===== src/sv/dfed_pkg.sv =====
// Package for the DALI frame event decoder.
// Field widths, code enums and the result struct; no dependencies.
package dfed_pkg;

  localparam int unsigned FrameBitsW  = 6;
  localparam int unsigned FrameDataW  = 32;
  localparam int unsigned AddrW       = 6;
  localparam int unsigned PayloadW    = 10;
  localparam int unsigned MaskW       = 5;
  localparam int unsigned Field5W     = 5;

  localparam logic [FrameBitsW-1:0] LenForward = 6'd16;
  localparam logic [FrameBitsW-1:0] LenEvent   = 6'd24;

  localparam logic [10:0] PowerTag    = 11'h7F7;
  localparam logic [7:0]  ShortMax    = 8'h7F;
  localparam logic [7:0]  GroupMax    = 8'h9F;
  localparam logic [7:0]  BcastLow    = 8'hFE;

  localparam logic [MaskW-1:0] MaskDevice    = 5'h01;
  localparam logic [MaskW-1:0] MaskGroup     = 5'h02;
  localparam logic [MaskW-1:0] MaskDevInst   = 5'h09;
  localparam logic [MaskW-1:0] MaskDevType   = 5'h05;
  localparam logic [MaskW-1:0] MaskGrpType   = 5'h06;
  localparam logic [MaskW-1:0] MaskInstance  = 5'h0C;
  localparam logic [MaskW-1:0] MaskInstGroup = 5'h16;

  typedef enum logic [1:0] {
    FK_INVALID = 2'd0,
    FK_FORWARD = 2'd1,
    FK_EVENT   = 2'd2,
    FK_POWER   = 2'd3
  } frm_kind_e;

  typedef enum logic [1:0] {
    AK_NONE  = 2'd0,
    AK_SHORT = 2'd1,
    AK_GROUP = 2'd2,
    AK_BCAST = 2'd3
  } addr_kind_e;

  typedef enum logic [2:0] {
    SS_NONE       = 3'd0,
    SS_DEVICE     = 3'd1,
    SS_DEV_INST   = 3'd2,
    SS_DEV_GROUP  = 3'd3,
    SS_INSTANCE   = 3'd4,
    SS_INST_GROUP = 3'd5,
    SS_POWER      = 3'd6
  } src_scheme_e;

  typedef struct packed {
    logic                status;
    frm_kind_e           frm_kind;
    addr_kind_e          adr_kind;
    logic [AddrW-1:0]    target_address;
    logic                selector_bit;
    logic [PayloadW-1:0] payload;
    src_scheme_e         source_scheme;
    logic [MaskW-1:0]    present_mask;
    logic [AddrW-1:0]    source_address;
    logic [Field5W-1:0]  source_group;
    logic [Field5W-1:0]  inst_type;
    logic [Field5W-1:0]  instance_number;
  } result_t;

endpackage


===== src/sv/dfed_if.sv =====
// Valid/ready channel interfaces for frames in and decode results out.
// Depends on dfed_pkg for field widths.
interface dfed_frame_if;
  import dfed_pkg::*;

  logic                  valid;
  logic                  ready;
  logic [FrameBitsW-1:0] frame_bits;
  logic [FrameDataW-1:0] frame_data;

  modport source (output valid, output frame_bits, output frame_data, input ready);
  modport sink   (input valid, input frame_bits, input frame_data, output ready);
endinterface

interface dfed_result_if;
  import dfed_pkg::*;

  logic                valid;
  logic                ready;
  logic                status;
  logic [1:0]          frm_kind;
  logic [1:0]          adr_kind;
  logic [AddrW-1:0]    target_address;
  logic                selector_bit;
  logic [PayloadW-1:0] payload;
  logic [2:0]          source_scheme;
  logic [MaskW-1:0]    present_mask;
  logic [AddrW-1:0]    source_address;
  logic [Field5W-1:0]  source_group;
  logic [Field5W-1:0]  inst_type;
  logic [Field5W-1:0]  instance_number;

  modport source (
    output valid, output status, output frm_kind, output adr_kind,
    output target_address, output selector_bit, output payload, output source_scheme,
    output present_mask, output source_address, output source_group,
    output inst_type, output instance_number, input ready
  );
  modport sink (
    input valid, input status, input frm_kind, input adr_kind,
    input target_address, input selector_bit, input payload, input source_scheme,
    input present_mask, input source_address, input source_group,
    input inst_type, input instance_number, output ready
  );
endinterface


===== src/sv/dali_frame_event_decoder.sv =====
// Top level of the DALI frame event decoder: input register, decode, result register.
// Depends on dfed_pkg, dfed_if and dfed_decode.
//
// Usage:
//   frame_i carries one received frame (length in bits, right-aligned data);
//   result_o carries one classification per frame, in order.
//   A frame transfer registers the frame; from the input register it is decoded
//   and loaded into the result register once that register is free, and the
//   result is valid from that load until it transfers on result_o.
//   Both stages advance in the same cycle, so one frame per cycle is taken
//   as long as results are taken at that rate.
//   Throughput is one frame per cycle unless result_o stalls, set by the two register stages.
//   When result_o stalls, the result register holds and the input register
//   still takes one more frame; ready on frame_i drops only once both are full.
//   Reset empties both stages; no result is valid after reset.
//   Invalid frames give status 1 with every other field zero.
module dali_frame_event_decoder (
  input  logic                 clk_i,
  input  logic                 rst_ni,
  dfed_frame_if.sink           frame_i,
  dfed_result_if.source        result_o
);
  import dfed_pkg::*;

  logic                  in_vld_q;
  logic [FrameBitsW-1:0] in_bits_q;
  logic [FrameDataW-1:0] in_data_q;
  logic                  out_vld_q;
  result_t               out_q;
  result_t               dec_res;
  logic                  out_load;
  logic                  out_free;
  logic                  in_take;

  assign out_free = !out_vld_q || result_o.ready;
  assign out_load = in_vld_q && out_free;
  assign frame_i.ready = !in_vld_q || out_free;
  assign in_take = frame_i.valid && frame_i.ready;

  always_ff @(posedge clk_i or negedge rst_ni) begin
    if (!rst_ni) begin
      in_vld_q <= 1'b0;
    end else if (frame_i.ready) begin
      in_vld_q <= frame_i.valid;
    end
  end

  always_ff @(posedge clk_i) begin
    if (in_take) begin
      in_bits_q <= frame_i.frame_bits;
      in_data_q <= frame_i.frame_data;
    end
  end

  dfed_decode u_decode (
    .frame_bits_i (in_bits_q),
    .frame_data_i (in_data_q),
    .result_o     (dec_res)
  );

  always_ff @(posedge clk_i or negedge rst_ni) begin
    if (!rst_ni) begin
      out_vld_q <= 1'b0;
    end else if (out_free) begin
      out_vld_q <= in_vld_q;
    end
  end

  always_ff @(posedge clk_i) begin
    if (out_load) begin
      out_q <= dec_res;
    end
  end

  assign result_o.valid           = out_vld_q;
  assign result_o.status          = out_q.status;
  assign result_o.frm_kind        = out_q.frm_kind;
  assign result_o.adr_kind        = out_q.adr_kind;
  assign result_o.target_address  = out_q.target_address;
  assign result_o.selector_bit    = out_q.selector_bit;
  assign result_o.payload         = out_q.payload;
  assign result_o.source_scheme   = out_q.source_scheme;
  assign result_o.present_mask    = out_q.present_mask;
  assign result_o.source_address  = out_q.source_address;
  assign result_o.source_group    = out_q.source_group;
  assign result_o.inst_type       = out_q.inst_type;
  assign result_o.instance_number = out_q.instance_number;

`ifndef SYNTHESIS
  a_invalid_zero: assert property (@(posedge clk_i) disable iff (!rst_ni)
    out_vld_q && out_q.status |->
      out_q.frm_kind == FK_INVALID && out_q.source_scheme == SS_NONE &&
      out_q.payload == '0 && out_q.present_mask == '0)
    else $error("invalid result carries nonzero fields");

  a_ok_has_kind: assert property (@(posedge clk_i) disable iff (!rst_ni)
    out_vld_q && !out_q.status |-> out_q.frm_kind != FK_INVALID)
    else $error("ok result without a frame kind");

  a_forward_no_scheme: assert property (@(posedge clk_i) disable iff (!rst_ni)
    out_vld_q && out_q.frm_kind == FK_FORWARD |->
      out_q.source_scheme == SS_NONE && out_q.present_mask == '0)
    else $error("forward frame reports an event source");

  a_stage_advance: assert property (@(posedge clk_i) disable iff (!rst_ni)
    out_load |=> out_vld_q)
    else $error("decoded frame lost between stages");
`endif

endmodule


===== src/sv/dfed_decode.sv =====
// Combinational classifier for one DALI frame: forward, input event or power notice.
// Depends on dfed_pkg for codes and the result struct.
module dfed_decode (
  input  logic [dfed_pkg::FrameBitsW-1:0] frame_bits_i,
  input  logic [dfed_pkg::FrameDataW-1:0] frame_data_i,
  output dfed_pkg::result_t               result_o
);
  import dfed_pkg::*;

  logic [7:0]  abyte;
  logic [4:0]  hi5;
  logic [5:0]  hi6;
  logic [4:0]  mid5;
  logic [4:0]  pwr_grp;
  logic [5:0]  pwr_adr;
  logic        b23, b22, b15;
  logic        ok;
  result_t     res;

  assign abyte   = frame_data_i[15:8];
  assign hi6     = frame_data_i[22:17];
  assign hi5     = frame_data_i[21:17];
  assign mid5    = frame_data_i[14:10];
  assign pwr_grp = frame_data_i[11:7];
  assign pwr_adr = frame_data_i[5:0];
  assign b23     = frame_data_i[23];
  assign b22     = frame_data_i[22];
  assign b15     = frame_data_i[15];

  always_comb begin
    res = '0;
    ok  = 1'b1;
    if (frame_bits_i == LenForward) begin
      res.frm_kind     = FK_FORWARD;
      res.selector_bit = abyte[0];
      res.payload      = {2'b00, frame_data_i[7:0]};
      if (frame_data_i[31:16] != '0) begin
        ok = 1'b0;
      end else if (abyte >= BcastLow) begin
        res.adr_kind = AK_BCAST;
      end else if (abyte <= ShortMax) begin
        res.adr_kind       = AK_SHORT;
        res.target_address = abyte[6:1];
      end else if (abyte <= GroupMax) begin
        res.adr_kind       = AK_GROUP;
        res.target_address = {2'b00, abyte[4:1]};
      end else begin
        ok = 1'b0;
      end
    end else if (frame_bits_i == LenEvent) begin
      if (frame_data_i[31:24] != '0 || frame_data_i[16]) begin
        ok = 1'b0;
      end else if (frame_data_i[23:13] == PowerTag) begin
        res.frm_kind      = FK_POWER;
        res.source_scheme = SS_POWER;
        if ((!frame_data_i[12] && pwr_grp != '0) || (!frame_data_i[6] && pwr_adr != '0)) begin
          ok = 1'b0;
        end
        if (frame_data_i[12]) begin
          res.present_mask = res.present_mask | MaskGroup;
          res.source_group = pwr_grp;
        end
        if (frame_data_i[6]) begin
          res.present_mask   = res.present_mask | MaskDevice;
          res.source_address = pwr_adr;
        end
      end else begin
        res.frm_kind = FK_EVENT;
        res.payload  = frame_data_i[PayloadW-1:0];
        if (!b23 && !b15) begin
          res.source_scheme  = SS_DEVICE;
          res.present_mask   = MaskDevType;
          res.source_address = hi6;
          res.inst_type      = mid5;
        end else if (!b23) begin
          res.source_scheme   = SS_DEV_INST;
          res.present_mask    = MaskDevInst;
          res.source_address  = hi6;
          res.instance_number = mid5;
        end else if (!b22 && !b15) begin
          res.source_scheme = SS_DEV_GROUP;
          res.present_mask  = MaskGrpType;
          res.source_group  = hi5;
          res.inst_type     = mid5;
        end else if (!b22) begin
          res.source_scheme   = SS_INSTANCE;
          res.present_mask    = MaskInstance;
          res.inst_type       = hi5;
          res.instance_number = mid5;
        end else if (!b15) begin
          res.source_scheme = SS_INST_GROUP;
          res.present_mask  = MaskInstGroup;
          res.source_group  = hi5;
          res.inst_type     = mid5;
        end else begin
          ok = 1'b0;
        end
      end
    end else begin
      ok = 1'b0;
    end

    if (!ok) begin
      res        = '0;
      res.status = 1'b1;
    end
    result_o = res;
  end

endmodule


===== src/flat_wrapper.sv =====
// flat-port wrapper written by rule: the top's interface ports become plain ports
module dali_frame_event_decoder_flat import dfed_pkg::*;
  (clk_i, rst_ni, frame_i_valid, frame_i_frame_bits, frame_i_frame_data, frame_i_ready, result_o_valid, result_o_status, result_o_frm_kind, result_o_adr_kind, result_o_target_address, result_o_selector_bit, result_o_payload, result_o_source_scheme, result_o_present_mask, result_o_source_address, result_o_source_group, result_o_inst_type, result_o_instance_number, result_o_ready);
  dfed_frame_if frame_i_i ();
  dfed_result_if result_o_i ();
  input  logic clk_i;
  input  logic rst_ni;
  input wire logic [$bits(frame_i_i.valid)-1:0] frame_i_valid;
  input wire logic [$bits(frame_i_i.frame_bits)-1:0] frame_i_frame_bits;
  input wire logic [$bits(frame_i_i.frame_data)-1:0] frame_i_frame_data;
  output wire logic [$bits(frame_i_i.ready)-1:0] frame_i_ready;
  output wire logic [$bits(result_o_i.valid)-1:0] result_o_valid;
  output wire logic [$bits(result_o_i.status)-1:0] result_o_status;
  output wire logic [$bits(result_o_i.frm_kind)-1:0] result_o_frm_kind;
  output wire logic [$bits(result_o_i.adr_kind)-1:0] result_o_adr_kind;
  output wire logic [$bits(result_o_i.target_address)-1:0] result_o_target_address;
  output wire logic [$bits(result_o_i.selector_bit)-1:0] result_o_selector_bit;
  output wire logic [$bits(result_o_i.payload)-1:0] result_o_payload;
  output wire logic [$bits(result_o_i.source_scheme)-1:0] result_o_source_scheme;
  output wire logic [$bits(result_o_i.present_mask)-1:0] result_o_present_mask;
  output wire logic [$bits(result_o_i.source_address)-1:0] result_o_source_address;
  output wire logic [$bits(result_o_i.source_group)-1:0] result_o_source_group;
  output wire logic [$bits(result_o_i.inst_type)-1:0] result_o_inst_type;
  output wire logic [$bits(result_o_i.instance_number)-1:0] result_o_instance_number;
  input wire logic [$bits(result_o_i.ready)-1:0] result_o_ready;
  assign frame_i_i.valid = frame_i_valid;
  assign frame_i_i.frame_bits = frame_i_frame_bits;
  assign frame_i_i.frame_data = frame_i_frame_data;
  assign frame_i_ready = frame_i_i.ready;
  assign result_o_valid = result_o_i.valid;
  assign result_o_status = result_o_i.status;
  assign result_o_frm_kind = result_o_i.frm_kind;
  assign result_o_adr_kind = result_o_i.adr_kind;
  assign result_o_target_address = result_o_i.target_address;
  assign result_o_selector_bit = result_o_i.selector_bit;
  assign result_o_payload = result_o_i.payload;
  assign result_o_source_scheme = result_o_i.source_scheme;
  assign result_o_present_mask = result_o_i.present_mask;
  assign result_o_source_address = result_o_i.source_address;
  assign result_o_source_group = result_o_i.source_group;
  assign result_o_inst_type = result_o_i.inst_type;
  assign result_o_instance_number = result_o_i.instance_number;
  assign result_o_i.ready = result_o_ready;
  dali_frame_event_decoder u_core (.clk_i(clk_i), .rst_ni(rst_ni), .frame_i(frame_i_i), .result_o(result_o_i));
endmodule

===== config.mk =====
export PLATFORM = sky130hd
export DESIGN_NAME = dali_frame_event_decoder_flat
export DESIGN_NICKNAME = d
export VERILOG_FILES = /design/src/sv/dfed_pkg.sv /design/src/sv/dfed_if.sv /design/src/sv/dali_frame_event_decoder.sv /design/src/sv/dfed_decode.sv /design/src/flat_wrapper.sv
export SDC_FILE = /design/constraint.sdc
export NUM_CORES = 1
export LEC_CHECK = 0
export BUFFER_PORTS_ARGS = -buffer_cell sky130_fd_sc_hd__buf_2
export CAP_MARGIN = 5
export CORE_MARGIN = 2
export CORE_UTILIZATION = 57
export CTS_CLUSTER_SIZE = 25
export DETAILED_ROUTE_END_ITERATION = 10
export GPL_ROUTABILITY_DRIVEN = 1
export PLACE_DENSITY = 0.82
export SLEW_MARGIN = 20
export SYNTH_ARGS = -nofsm -noshare
export SYNTH_HDL_FRONTEND = slang
export SYNTH_HIERARCHICAL = 1
export SYNTH_SLANG_ARGS = --single-unit

===== constraint.sdc =====
create_clock -name clk_i -period 3.6 [get_ports clk_i]
set_input_delay 0.72 -clock clk_i [delete_from_list [all_inputs] [get_ports clk_i]]
set_output_delay 0.72 -clock clk_i [all_outputs]
set_load 0.01 [all_outputs]

* Word level (Yosys, flattened, before mapping)
Cells that the tools add are included.
Storage, ports and cells: flip-flop bits (word level) 91, input bits 42, output and inout bits 53, logic and storage cells 107
Operators by class: order comparisons 3, eq/ne operators 3, multiplexer cells 52, bitwise logic cells 3, reduce and logical (&&, ||, !) cells 27
Operator list (number):
- $mux 39 | 2
- $mux 10 | 6
- $mux 8 | 7
- $mux 51 | 1
- $mux 5 | 9
- $mux 29 | 1
- $mux 19 | 1
- $reduce_bool 16->1 | 1
- $mux 1 | 15
- $mux 14 | 1
- $eq 6x5->1 const B | 2
- $mux 6 | 2
- $eq 11x11->1 const B | 1
- $mux 2 | 5
- $mux 9 | 1
- $ge 8x8->1 const B | 1
- $le 8x7->1 const B | 1
- $le 8x8->1 const B | 1
- $reduce_bool 8->1 | 1
- $reduce_or 4->1 | 2
- $logic_not 1->1 | 7
- $mux 7 | 1
- $logic_and 1x1->1 | 6
- $reduce_bool 6->1 | 1
- 7 further kinds | 12

* Longest topological paths before layout
word-level depth 11, gate-level depth with buffers 6, depth with buffers taken out 6

* Modules after synthesis
The synthesis kept the hierarchy.
By module, submodules not included:
- dali_frame_event_decoder | instances 1, cells an instance 97, area each 2776.4 um^2, sequential area each 2722.6 um^2
- dfed_decode | instances 1, cells an instance 155, area each 962.2 um^2, sequential area each 0.0 um^2

* Worst setup path after synthesis
OpenSTA, ideal clock, no wires.
path kind input to register, start point input result_o_ready, end point register u_core.out_q, in the netlist u_core/result_o.adr_kind[0], enable pin, setup time 0.414 ns, arrival 2.049 ns, required time 3.186 ns, path slack 1.137 ns, stages on the path 2, path buffers 0, cells stage by stage nand2b_1 -> and2_1
Between the ends: longest elaborated chain between the ends 2
RTL lines:
- from (decl) | RTL line flat_wrapper.sv:25 | input wire logic [$bits(result_o_i.ready)-1:0] result_o_ready;
- $logic_or 1x1->1 | RTL line dali_frame_event_decoder.sv:35 | assign out_free = !out_vld_q || result_o.ready;
- $logic_and 1x1->1 | RTL line dali_frame_event_decoder.sv:36 | assign out_load = in_vld_q && out_free;
- via u_core.out_load | RTL line dali_frame_event_decoder.sv:31 | logic out_load;
- to (signal assigned) | RTL line dali_frame_event_decoder.sv:71 | out_q <= dec_res;
- to (decl) | RTL line dali_frame_event_decoder.sv:29 | result_t out_q;
The timed path passes the listed nets, and every way through them passes these cells. A chain may end at the register's enable or synchronous reset.

* Final worst setup path
start point register u_core.in_data_q[15], end point register u_core.out_q, in the netlist u_core/result_o.instance_number[1] (data pin)
Between the ends: longest elaborated chain between the ends 11, elaborated cells on any way between the ends 24, those cells by class order compare (3); eq/ne (1); mux (15); bitwise (1); reduce/logical (4)
RTL lines:
- from (decl) | RTL line dali_frame_event_decoder.sv:27 | logic [FrameDataW-1:0] in_data_q;
- from (signal assigned) | RTL line dali_frame_event_decoder.sv:51 | in_data_q <= frame_i.frame_data;
- branches (longest 11 deep; another with $le 8x8->1)
Several ways; the timed one is not identified.

==> flow_metrics.env <==
export IMPL_tns_ns=0
export IMPL_ctsRootBufferMaster="clkbuf_8"
export IMPL_grt_start_max_net_pins=52
export IMPL_dr_pass1_iters=6
export IMPL_cts_setup_buffers=0
export IMPL_setup_ws_ns=0.875
export IMPL_cp_cell_sequence="inv_1 -> ha_1 -> nor3b_1 -> o22ai_1 -> nor4_1 -> and2_1"
export IMPL_max_clock_freq_mhz=367
export IMPL_drv_cap=0
export IMPL_rsz0062_at_grt="false"
export IMPL_ioPinCount=95
export IMPL_fin_skew_ns=0.00521
export IMPL_synth_area_per_cell_um2=14.8
export IMPL_synth_warnings=6
export IMPL_vias=2532
export IMPL_avgRoutedWirePerCell_um=17.4
export IMPL_outcome="finished clean"
export IMPL_hold_violations=0
export IMPL_seq_area_frac_synth=0.728
export IMPL_drt_iter0_markers=177
export IMPL_r2r_slack_ns=0.87
export IMPL_p_leak_nw=1.65
export IMPL_worst_slew_pin_transition_ns=0.747
export IMPL_r2r_start="u_core/in_data_q[15]"
export IMPL_wl_met1_mm=3.15
export IMPL_r2r_end="u_core/result_o.instance_number[1]"
export IMPL_hold_buffers=0
export IMPL_initial_core_util=0.589
export IMPL_cp_required_ns=3.82
export IMPL_pre_cts_ws_ns=0.956
export IMPL_ys_ff_latch=91
export IMPL_synthArstFlopShare=0.0220
export IMPL_synth_cell_types=42
export IMPL_clkTransAtPathRegs_ns=0.08
export IMPL_core_area_um2=6350
export IMPL_cts_buffer_depth=2
export IMPL_grt_ovfl_total=0
export IMPL_synth_cells=252
export IMPL_yosysMostFrequentCell="edfxtp_1"
export IMPL_drive_above_1_share=0.313
export IMPL_synth_top_area_frac=0.715
export IMPL_grt_use_total=0.223
export IMPL_antenna_found_initial=0
export IMPL_grt_first_pass_wirelength_mm=12.2
export IMPL_wl_met3_um=568
export IMPL_routed_wl_mm=7.52
export IMPL_cp_end_kind="flop"
export IMPL_antenna_left=0
export IMPL_worst_ep_arrival_time_ns=2.94
export IMPL_critPathLaunchType="flop"
export IMPL_synth_edff_count=89
export IMPL_post_drt_via_cell_ratio=5.86
export IMPL_ys_flop_type="edfxtp_1"
export IMPL_io_buffers=94
export IMPL_rows=29
export IMPL_drcViolationCount=0
export IMPL_dieWidth_um=85.0
export IMPL_worst_slew_margin_rel=0.497
export IMPL_die_y_um=85.0
export IMPL_grt_pass1_vias=2454
export IMPL_criticalPathCategory="reg2reg"
export IMPL_clk_latency_ns=0.35
export IMPL_hp_class="in2async"
export IMPL_r2r_cells=6
export IMPL_area_growth_pct=18.4
export IMPL_antennaDiodeCount=0
export IMPL_ir_worst_vdd_uv=275
export IMPL_ys_top_cells_by_count="edfxtp_1 (89), nor2_1 (20), a21oi_1 (10), nand3_1 (10), nor3_1 (10)"
export IMPL_gp_congestion=0.906
export IMPL_crit_family="simple AND/OR/NAND/NOR gates"
export IMPL_wl_met2_mm=3.69
export IMPL_die_area_um2=7220
export IMPL_crit_buf_inv=1
export IMPL_synthesis_nets=299
export IMPL_power_density_nw_per_um2=451
export IMPL_yosys_area_top_type="edfxtp_1"
export IMPL_critPathSlowestCell="nor4_1"
export IMPL_min_period_ns=2.73
export IMPL_numCtsBuffers=9
export IMPL_setup_viol=0
export IMPL_cts_resized_gates=0
export IMPL_critPathMaxFanout=11
export IMPL_top_layer_used="met4"
export IMPL_synth_area_leaders="edfxtp_1 (71%), nor2_1 (2.0%), a32oi_1 (1.9%), nor4b_1 (1.9%), ha_1 (1.7%)"
export IMPL_netlist_area_um2=3740
export IMPL_cts_tree="done"
export IMPL_cp_slowest_stage_delay_ns=0.61
export IMPL_cts_sinks=91
export IMPL_cts_max_level=3
export IMPL_place_hpwl_mm=5.30
export IMPL_slew_violations=0
export IMPL_nets=397
export IMPL_min_period_over_period=0.757
sequential cells by signal, summed over array words and instances, names as in the netlist:
| name | flops |
|---|---|
| u_core/result_o.source_address | 6 |
| u_core/in_bits_q | 6 |
| u_core/result_o.valid | 1 |
| u_core/result_o.target_address | 6 |
| u_core/result_o.source_scheme | 3 |
| u_core/result_o.payload | 10 |
| u_core/result_o.present_mask | 5 |
| u_core/result_o.inst_type | 5 |
| u_core/result_o.instance_number | 5 |
| u_core/result_o.selector_bit | 1 |
| u_core/in_data_q | 32 |
| u_core/result_o.source_group | 5 |
| u_core/in_vld_q | 1 |
| u_core/result_o.frm_kind | 2 |
| u_core/result_o.status | 1 |
| u_core/result_o.adr_kind | 2 |
cells by family after synthesis:
family,share of synthesized area
compound gates,0.0766
fa+ha+maj,0.0167
buf+inv,0.0174
flops,0.728
simple gates,0.161
per-layer routing:
layer,GRT usage,vias to the layer above
li1,-,1193
met1,0.313,1217
met2,0.334,111
met3,0.0535,11
met4,0.102,0
met5,0,-
cell type report:
class,instances,area (µm²)
Sequential cell,91,2720
Fill cell,465,1920
Timing Repair Buffer,95,478
Inverter,7,26.3
Clock inverter,5,20.0
Clock buffer,11,131
Tap cell,77,96.3
Multi-Input combinational cell,146,953
stage by stage:
stage	power, mW	hold slack [ns]	util	area, µm²	instances
after floorplan	1.38	0.424	-	3740	252
after global placement	1.46	0.505	0.673	4280	416
after detailed placement	1.46	0.510	0.673	4280	416
after CTS	2.01	0.129	0.697	4430	432
after global routing	2.08	0.119	0.697	4430	432
final	2.00	0.141	0.697	4430	432
report_power, final:
part           total [mW]  internal [mW]  switching (mW)
clock network       0.559          0.241           0.318
registers            1.28           1.23          0.0406
logic               0.164         0.0633           0.101
total                2.00           1.54           0.459
cells in the final DEF (no fill, tap or decap), types with 2 or more instances in the layout:
cell type	count
inv_1	7
and2_1	8
a21o_1	2
nand2b_1	5
edfxtp_1	89
and2_4	2
a211oi_1	4
o21ai_0	2
nor2b_1	2
clkbuf_1	2
o21a_1	2
nor2_1	20
or4_1	2
or3_1	4
nor3b_1	3
nand3_1	10
a32oi_1	8
nand2_1	8
a21oi_1	10
clkbuf_8	9
nor4b_1	8
nor3_1	10
buf_2	94
ha_1	5
clkinv_1	4
nand4_1	8
nor4_1	5
a22oi_1	5
dfrtp_1	2
worst max-delay path by stage:
stage / startpoint / endpoint / slack, ns / depth (start not counted)
final: u_core/in_data_q[15] / u_core/result_o.instance_number[1] / 0.87 / 6
after global routing: u_core/in_data_q[23] / u_core/result_o.target_address[5] / 0.69 / 4
after CTS: u_core/in_data_q[23] / u_core/result_o.target_address[5] / 0.93 / 4
after detailed placement: u_core/in_data_q[23] / u_core/result_o.target_address[5] / 0.96 / 4
after global placement: u_core/in_data_q[15] / u_core/result_o.instance_number[1] / 1.20 / 6
after floorplan: result_o_ready / u_core/result_o.adr_kind[0] / 1.14 / 2
Note: power is estimated with default switching activity, not from simulation.
